[src/rtl/core/utwm_pkg.sv]
// ----------------------------------------------------------------------------
// utwm_pkg
// Shared types, codes and constants of the UTF-8 text width measure unit.
// ----------------------------------------------------------------------------
package utwm_pkg;

	// Default glyph memory depth
	localparam int GLYPH_DEPTH_DEF = 1024;
	// Width table entries, fixed by the 8-bit code range
	localparam int WIDTH_ENTRIES   = 256;
	localparam int WIDTH_AW        = 8;

	// Input commands
	localparam logic [1:0] CMD_TEXT  = 2'd0;
	localparam logic [1:0] CMD_WIDTH = 2'd1;
	localparam logic [1:0] CMD_GLYPH = 2'd2;

	// Configuration register indexes
	localparam logic CFG_FONT_HEIGHT = 1'b0;
	localparam logic CFG_GLYPH_COUNT = 1'b1;

	localparam logic [15:0] QMARK   = 16'h003f;
	localparam logic [15:0] NEWLINE = 16'h000a;
	localparam logic [23:0] SAT24   = 24'hffffff;

	// Font height thresholds of the scale classes
	localparam logic [7:0] FONT_TALL = 8'd28;
	localparam logic [7:0] FONT_MID  = 8'd20;

	typedef struct packed {
		logic load_text;
		logic wr_width;
		logic wr_glyph;
		logic close_line;
		logic start_search;
		logic retry_qmark;
		logic probe;
		logic step;
		logic take_glyph;
		logic width_read;
		logic take_width;
		logic accumulate;
		logic finish;
	} utwm_cmd_t;

	typedef struct packed {
		logic emit_avail;
		logic emit_is_nl;
		logic last_pend;
		logic search_open;
		logic key_wide;
		logic probe_hit;
	} utwm_stat_t;

	function automatic int addr_bits(input int depth);
		return (depth > 1) ? $clog2(depth) : 1;
	endfunction

endpackage

[src/rtl/core/utwm_ctrl.sv]
// ----------------------------------------------------------------------------
// utwm_ctrl
// Sequencer: accepts beats, walks decoded codepoints through glyph search,
// width lookup and accumulation, and hands out the result.
// ----------------------------------------------------------------------------
module utwm_ctrl (
	input  logic                  clk,
	input  logic                  arst_n,
	input  logic                  in_valid,
	input  logic [1:0]            command,
	output logic                  in_stall,
	input  logic                  out_stall,
	output logic                  out_valid,
	output utwm_pkg::utwm_cmd_t   cmd,
	input  utwm_pkg::utwm_stat_t  st
);
	import utwm_pkg::*;

	localparam logic [2:0] S_IDLE   = 3'd0;
	localparam logic [2:0] S_NEXT   = 3'd1;
	localparam logic [2:0] S_SEARCH = 3'd2;
	localparam logic [2:0] S_PROBE  = 3'd3;
	localparam logic [2:0] S_WREAD  = 3'd4;
	localparam logic [2:0] S_ACC    = 3'd5;
	localparam logic [2:0] S_FINISH = 3'd6;

	logic [2:0] state_q, state_d;
	logic       out_valid_q;
	logic       accept;

	assign in_stall  = (state_q != S_IDLE);
	assign accept    = in_valid && !in_stall;
	assign out_valid = out_valid_q;

	always_comb begin
		state_d = state_q;
		cmd     = '0;
		unique case (state_q)
			S_IDLE: begin
				if (accept) begin
					cmd.load_text = (command == CMD_TEXT);
					cmd.wr_width  = (command == CMD_WIDTH);
					cmd.wr_glyph  = (command == CMD_GLYPH);
					if (command == CMD_TEXT) begin
						state_d = S_NEXT;
					end
				end
			end
			S_NEXT: begin
				priority if (st.emit_avail && st.emit_is_nl) begin
					cmd.close_line = 1'b1;
				end else if (st.emit_avail) begin
					cmd.start_search = 1'b1;
					state_d          = S_SEARCH;
				end else if (st.last_pend) begin
					state_d = S_FINISH;
				end else begin
					state_d = S_IDLE;
				end
			end
			S_SEARCH: begin
				// a wide codepoint that misses is searched again as '?'
				priority if (st.search_open) begin
					cmd.probe = 1'b1;
					state_d   = S_PROBE;
				end else if (st.key_wide) begin
					cmd.retry_qmark = 1'b1;
				end else begin
					cmd.width_read = 1'b1;
					state_d        = S_WREAD;
				end
			end
			S_PROBE: begin
				if (st.probe_hit) begin
					cmd.take_glyph = 1'b1;
					state_d        = S_ACC;
				end else begin
					cmd.step = 1'b1;
					state_d  = S_SEARCH;
				end
			end
			S_WREAD: begin
				cmd.take_width = 1'b1;
				state_d        = S_ACC;
			end
			S_ACC: begin
				cmd.accumulate = 1'b1;
				state_d        = S_NEXT;
			end
			S_FINISH: begin
				if (!out_valid_q || !out_stall) begin
					cmd.finish = 1'b1;
					state_d    = S_IDLE;
				end
			end
			default: begin
				state_d = S_IDLE;
			end
		endcase
	end

	always_ff @(posedge clk or negedge arst_n) begin
		if (!arst_n) begin
			state_q     <= S_IDLE;
			out_valid_q <= 1'b0;
		end else begin
			state_q <= state_d;
			if (cmd.finish) begin
				out_valid_q <= 1'b1;
			end else if (out_valid_q && !out_stall) begin
				out_valid_q <= 1'b0;
			end
		end
	end

endmodule

[config.mk]
export PLATFORM = sky130hd
export DESIGN_NAME = utwm_ctrl
export DESIGN_NICKNAME = d
export VERILOG_FILES = /design/src/rtl/core/utwm_pkg.sv /design/src/rtl/core/utwm_ctrl.sv
export SDC_FILE = /design/constraint.sdc
export NUM_CORES = 1
export LEC_CHECK = 0
export BUFFER_PORTS_ARGS = -buffer_cell sky130_fd_sc_hd__buf_2
export CAP_MARGIN = 40
export CORE_AREA = 2 2 39 41
export CTS_BUF_LIST = sky130_fd_sc_hd__clkbuf_8
export DETAILED_ROUTE_END_ITERATION = 8
export DIE_AREA = 0 0 41 43
export HOLD_SLACK_MARGIN = 0.05
export PLACE_DENSITY = 0.61
export REMOVE_ABC_BUFFERS = 1
export SYNTH_ARGS = -nofsm -noshare
export SYNTH_HDL_FRONTEND = slang
export SYNTH_SLANG_ARGS = --single-unit
[constraint.sdc]
create_clock -name clk -period 1.8 [get_ports clk]
set_input_delay 0 -clock clk [delete_from_list [all_inputs] [get_ports clk]]
set_output_delay 0 -clock clk [all_outputs]
set_load 0.02 [all_outputs]
== Word level (Yosys, flattened, before mapping) ==
Cells that the tools add are included.
Widths: inputs -> output; s select.
Cells by class
  eq/ne operators: 13
  muxes and demuxes: 32
  reductions and logical operators: 12
Operators by type and width (number)
  $mux 3: 11
  $pmux 3 s7: 1
  $mux 1: 17
  $eq 3x3->1 const B: 3
  $ne 2x2->1 const B: 4
  $eq 3x2->1 const B: 2
  $mux 2: 3
  $reduce_and 5->1: 1
  $eq 3x1->1 const B: 1
  $logic_and 1x1->1: 3
  $logic_not 1->1: 3
  $logic_not 3->1: 1
  $ne 3x3->1 const B: 1
  $reduce_bool 3->1: 1
  $eq 2x1->1 const B: 1
  $eq 2x2->1 const B: 1
  $logic_not 2->1: 1
  $reduce_bool 2->1: 1
  $logic_or 1x1->1: 1
Storage, ports and cells
  register bits after elaboration: 4
  bits of input ports: 12
  output and inout port bits: 15
  logic and storage cells: 59

== Longest topological paths before layout ==
  depth after elaboration: 5
  mapped depth: 5
  mapped depth without buffers: 4

== Least setup slack after synthesis ==
Ideal clock, no wire load.
  path kind: register -> output
  start point: reg state_q[2]
  end point: out cmd[10] in the netlist's numbering
  arrival: 1370 ps
  data required time: 1800 ps
  slack: 430 ps
  stages on the path, launching flop included: 5
  path buffers: 1
  cells stage by stage: dfrtp_1 > buf_2 > nor3_1 > nand2_1 > nor3b_1
RTL lines
  start: declaration: line utwm_ctrl.sv:27  | logic [2:0] state_q, state_d;
  start signal: assignment: line utwm_ctrl.sv:107  | state_q <= state_d;
  end: declaration: line utwm_ctrl.sv:14  | output utwm_pkg::utwm_cmd_t cmd,

==> summary.txt <==
Timing
  – Final clock skew: 1.042 ps
  – Final worst path period share: 0.8316
  – # setup viols final: 0
  – RSZ-0062 raised after global routing: false
  – Setup ws final: 303.2 ps
  – Fmax: 668.1 MHz
  – Crit path time final: 1497 ps
  – Worst Tran Pin Value: 297.8 ps
  – Final Hold Vio Count: 0
  – Max Transition Viols Final: 0
  – Max-slew headroom: 0.7999
  – Setup TNS: 0 ps

Synthesis
  – Post-Synth Adder-Cell Area: 0
  – Average cell area after synthesis: 7.796 sq um
  – Asr flop ratio synth: 1.000
  – Post-Syn Area: 405.4 sq um
  – Register area share after synthesis: 0.2469
  – EDFF count, synth: 0
  – FF+latch count, synth: 4
  – Largest family of logic cells by synthesized area: simple AND/OR/NAND/NOR gates
  – Yosys warnings: 0
  – Synth Area in Compound Gates: 0.1296
  – Synth Area in XOR/XNOR: 0
  – Synth Area in Simple Gates: 0.5340
  – Post-synthesis mux area share: 0.03704
  – Cell count after synthesis: 52
  – Unique masters post-synth: 25
  – Main synth FF type: dfrtp_1

Setup path
  – Crit-path cells: nor3_1 -> nand2_1 -> nor3b_1 -> buf_2
  – Slowest stage delay, CP: 450 ps
  – CP max FO: 9
  – Crit Path Class: flip-flop to output pin
  – CP Launch Type: flip-flop
  – Critical path's top delay family: simple AND/OR/NAND/NOR gates
  – WP buf/inv: 1
  – Slowest library cell on the worst path: dfrtp_1
  – R2R setup slack: 340 ps
  – CP Capture Type: output pin
  – Critical Path RT: 1800 ps
  – Critical Path AT: 1500 ps

CTS
  – Worst-Skew Late Latency: 220 ps
  – CTS tree: built
  – Root Driver: clkbuf_8
  – Num CTS Buffers: 3
  – H-Tree Depth: 1
  – Sink Count: 4
  – Post-CTS setup buffer count: 0
  – Post-CTS Hold Buffers: 2
  – Post-CTS sizing: 0
  – Clk pin slew, worst setup/hold paths: 30 ps
  – Clock buffer depth: 2

Global route
  – Vias in the first global route: 418
  – Pin count of the biggest net entering global routing: 12
  – Gr usage total: 0.1384
  – Initial antenna violation count: 0
  – Global-route wire length before repair: 1669 microns
  – GR Overflow Total: 0

Routing
  – DRT iter0 DRCs: 10
  – Post-route ant nets: 0
  – Total vias in the final route: 476
  – Total wire length: 1008 microns
  – Routed vias/inst: 4.857
  – Initial DRT Pass Iterations: 4
  – WL/cell: 10.29 microns
  – Remaining DRCs: 0

Placement
  – Port Buffers: 26
  – Detail Placement HPWL: 818.2 microns
  – RePlAce Congestion: 0.7381
  – Post-Place Setup Slack: 330.9 ps

Die
  – Core area: 0.001384 sq mm
  – Die area: 0.001763 sq mm
  – Initial Util: 0.2929
  – Cell Rows: 14
  – Die H: 43 microns
  – Chip Width: 41 microns
  – Io pins: 27

Power
  – P_leak: 0.3349 nW
  – Pwr/cell area: 1384 mW/mm^2
  – Worst ir drop on vdd: 0.0005507 V

Status
  – Outcome: finished clean

Layout
  – Layout cells sized above 1: 0.4390
  – Nets@finish: 96
  – Syn-to-layout area delta: 51.54%
  – N_diodes: 0
  – Multi-input combinational cell area: 284.0 sq um
  – Filler cells: 155
  – Register Area: 100.1 sq um

Flow run
  – MaxCap Viol Count: 0

Min path
  – Worst min path class: primary input to flip-flop
-- Yosys cell counts (2+ instances only) --
cell type,number,share of area
a21oi_1,2,0.025
buf_2,2,0.025
dfrtp_1,4,0.25
inv_1,3,0.028
nand2_1,6,0.056
nand2b_1,4,0.062
nor2_1,5,0.046
nor2b_1,4,0.062
nor3_1,3,0.037
nor3b_1,3,0.056
o22ai_1,2,0.031
-- worst register-to-register path, cell delays in order (launching register included) --
cell and delay [ps]:
dfrtp_1 450, nor2b_1 290, nand4_1 160, nand4_2 140, mux2_4 300
-- kinds of logic (layout without fill, tap and decap cells) --
family / count (synthesis) / count (layout)
and+or+nand+nor: 34 / 34
DFF: 4 / 4
buffers and inverters: 5 / 35
AOI/OAI and AO/OA: 8 / 8
muxes: 1 / 1
-- where the power goes --
| group | switching, W | leakage [nW] | total, W | internal, W |
|---|---|---|---|---|
| registers | 0.0000568 | 0.0521 | 0.000181 | 0.000124 |
| logic | 0.000263 | 0.261 | 0.000482 | 0.000219 |
| clock network | 0.0000447 | 0.0216 | 0.000187 | 0.000142 |
-- final timing paths --
path	from	endpoint	cells past startpoint
worst max-delay path	state_q[0]	cmd[10]	4
worst min-delay path	st[4]	state_q[0]	3
worst max register to register	state_q[0]	state_q[1]	4
worst min register to register	out_valid	out_valid	2
max in group asynchronous	arst_n	state_q[0]	2
min in group asynchronous	arst_n	state_q[1]	2
-- cell usage in the layout (no fill, tap or decap) --
cell type / instances
nor2_1: 5
and3b_1: 1
nand3_4: 1
nor3b_1: 3
nand2_1: 6
a21boi_1: 1
clkbuf_8: 3
o21ai_1: 1
or3b_1: 1
buf_4: 1
nand4_1: 1
dfrtp_1: 4
nor2b_1: 4
and4bb_2: 1
nand4_2: 1
a22oi_1: 1
a21oi_1: 2
buf_2: 26
dlygate4sd3_1: 2
nand2_2: 1
mux2_4: 1
a21bo_2: 1
nand2b_1: 4
o22ai_1: 2
nor4_1: 1
and4_1: 1
nor3_1: 3
inv_1: 3
-- registers in the layout, summed over array words and instances, names as in the netlist --
signal and flops:
out_valid 1, state_q 3
-- cell type report --
type	count	share of cell area
inverter	3	0.01833
timing repair buffer	29	0.2566
multi-input combinational	43	0.4623
tap	16	0.03259
clock buffer	3	0.06721
sequential	4	0.1629
-- through the flow --
stage                     total power [W]  area [sq um]  hold slack, ps  std cells  utilization
after floorplan                 0.0005229         395.4          -295.6         50            -
after global placement          0.0006625         553.0          -189.9         93       0.3996
after detailed placement        0.0006664         553.0          -193.5         93       0.3996
after CTS                       0.0008608         614.3           67.26         98       0.4439
after global routing            0.0009273         614.3           125.0         98       0.4439
final                           0.0008503         614.3           68.20         98       0.4439
-- routing by layer --
metal,part of all wire,GRT usage
met1,0.42,0.1603
met2,0.51,0.2188
met3,0.072,0.06283
met4,0,0.04000
met5,0,0
(Power assumes the default switching activity.)
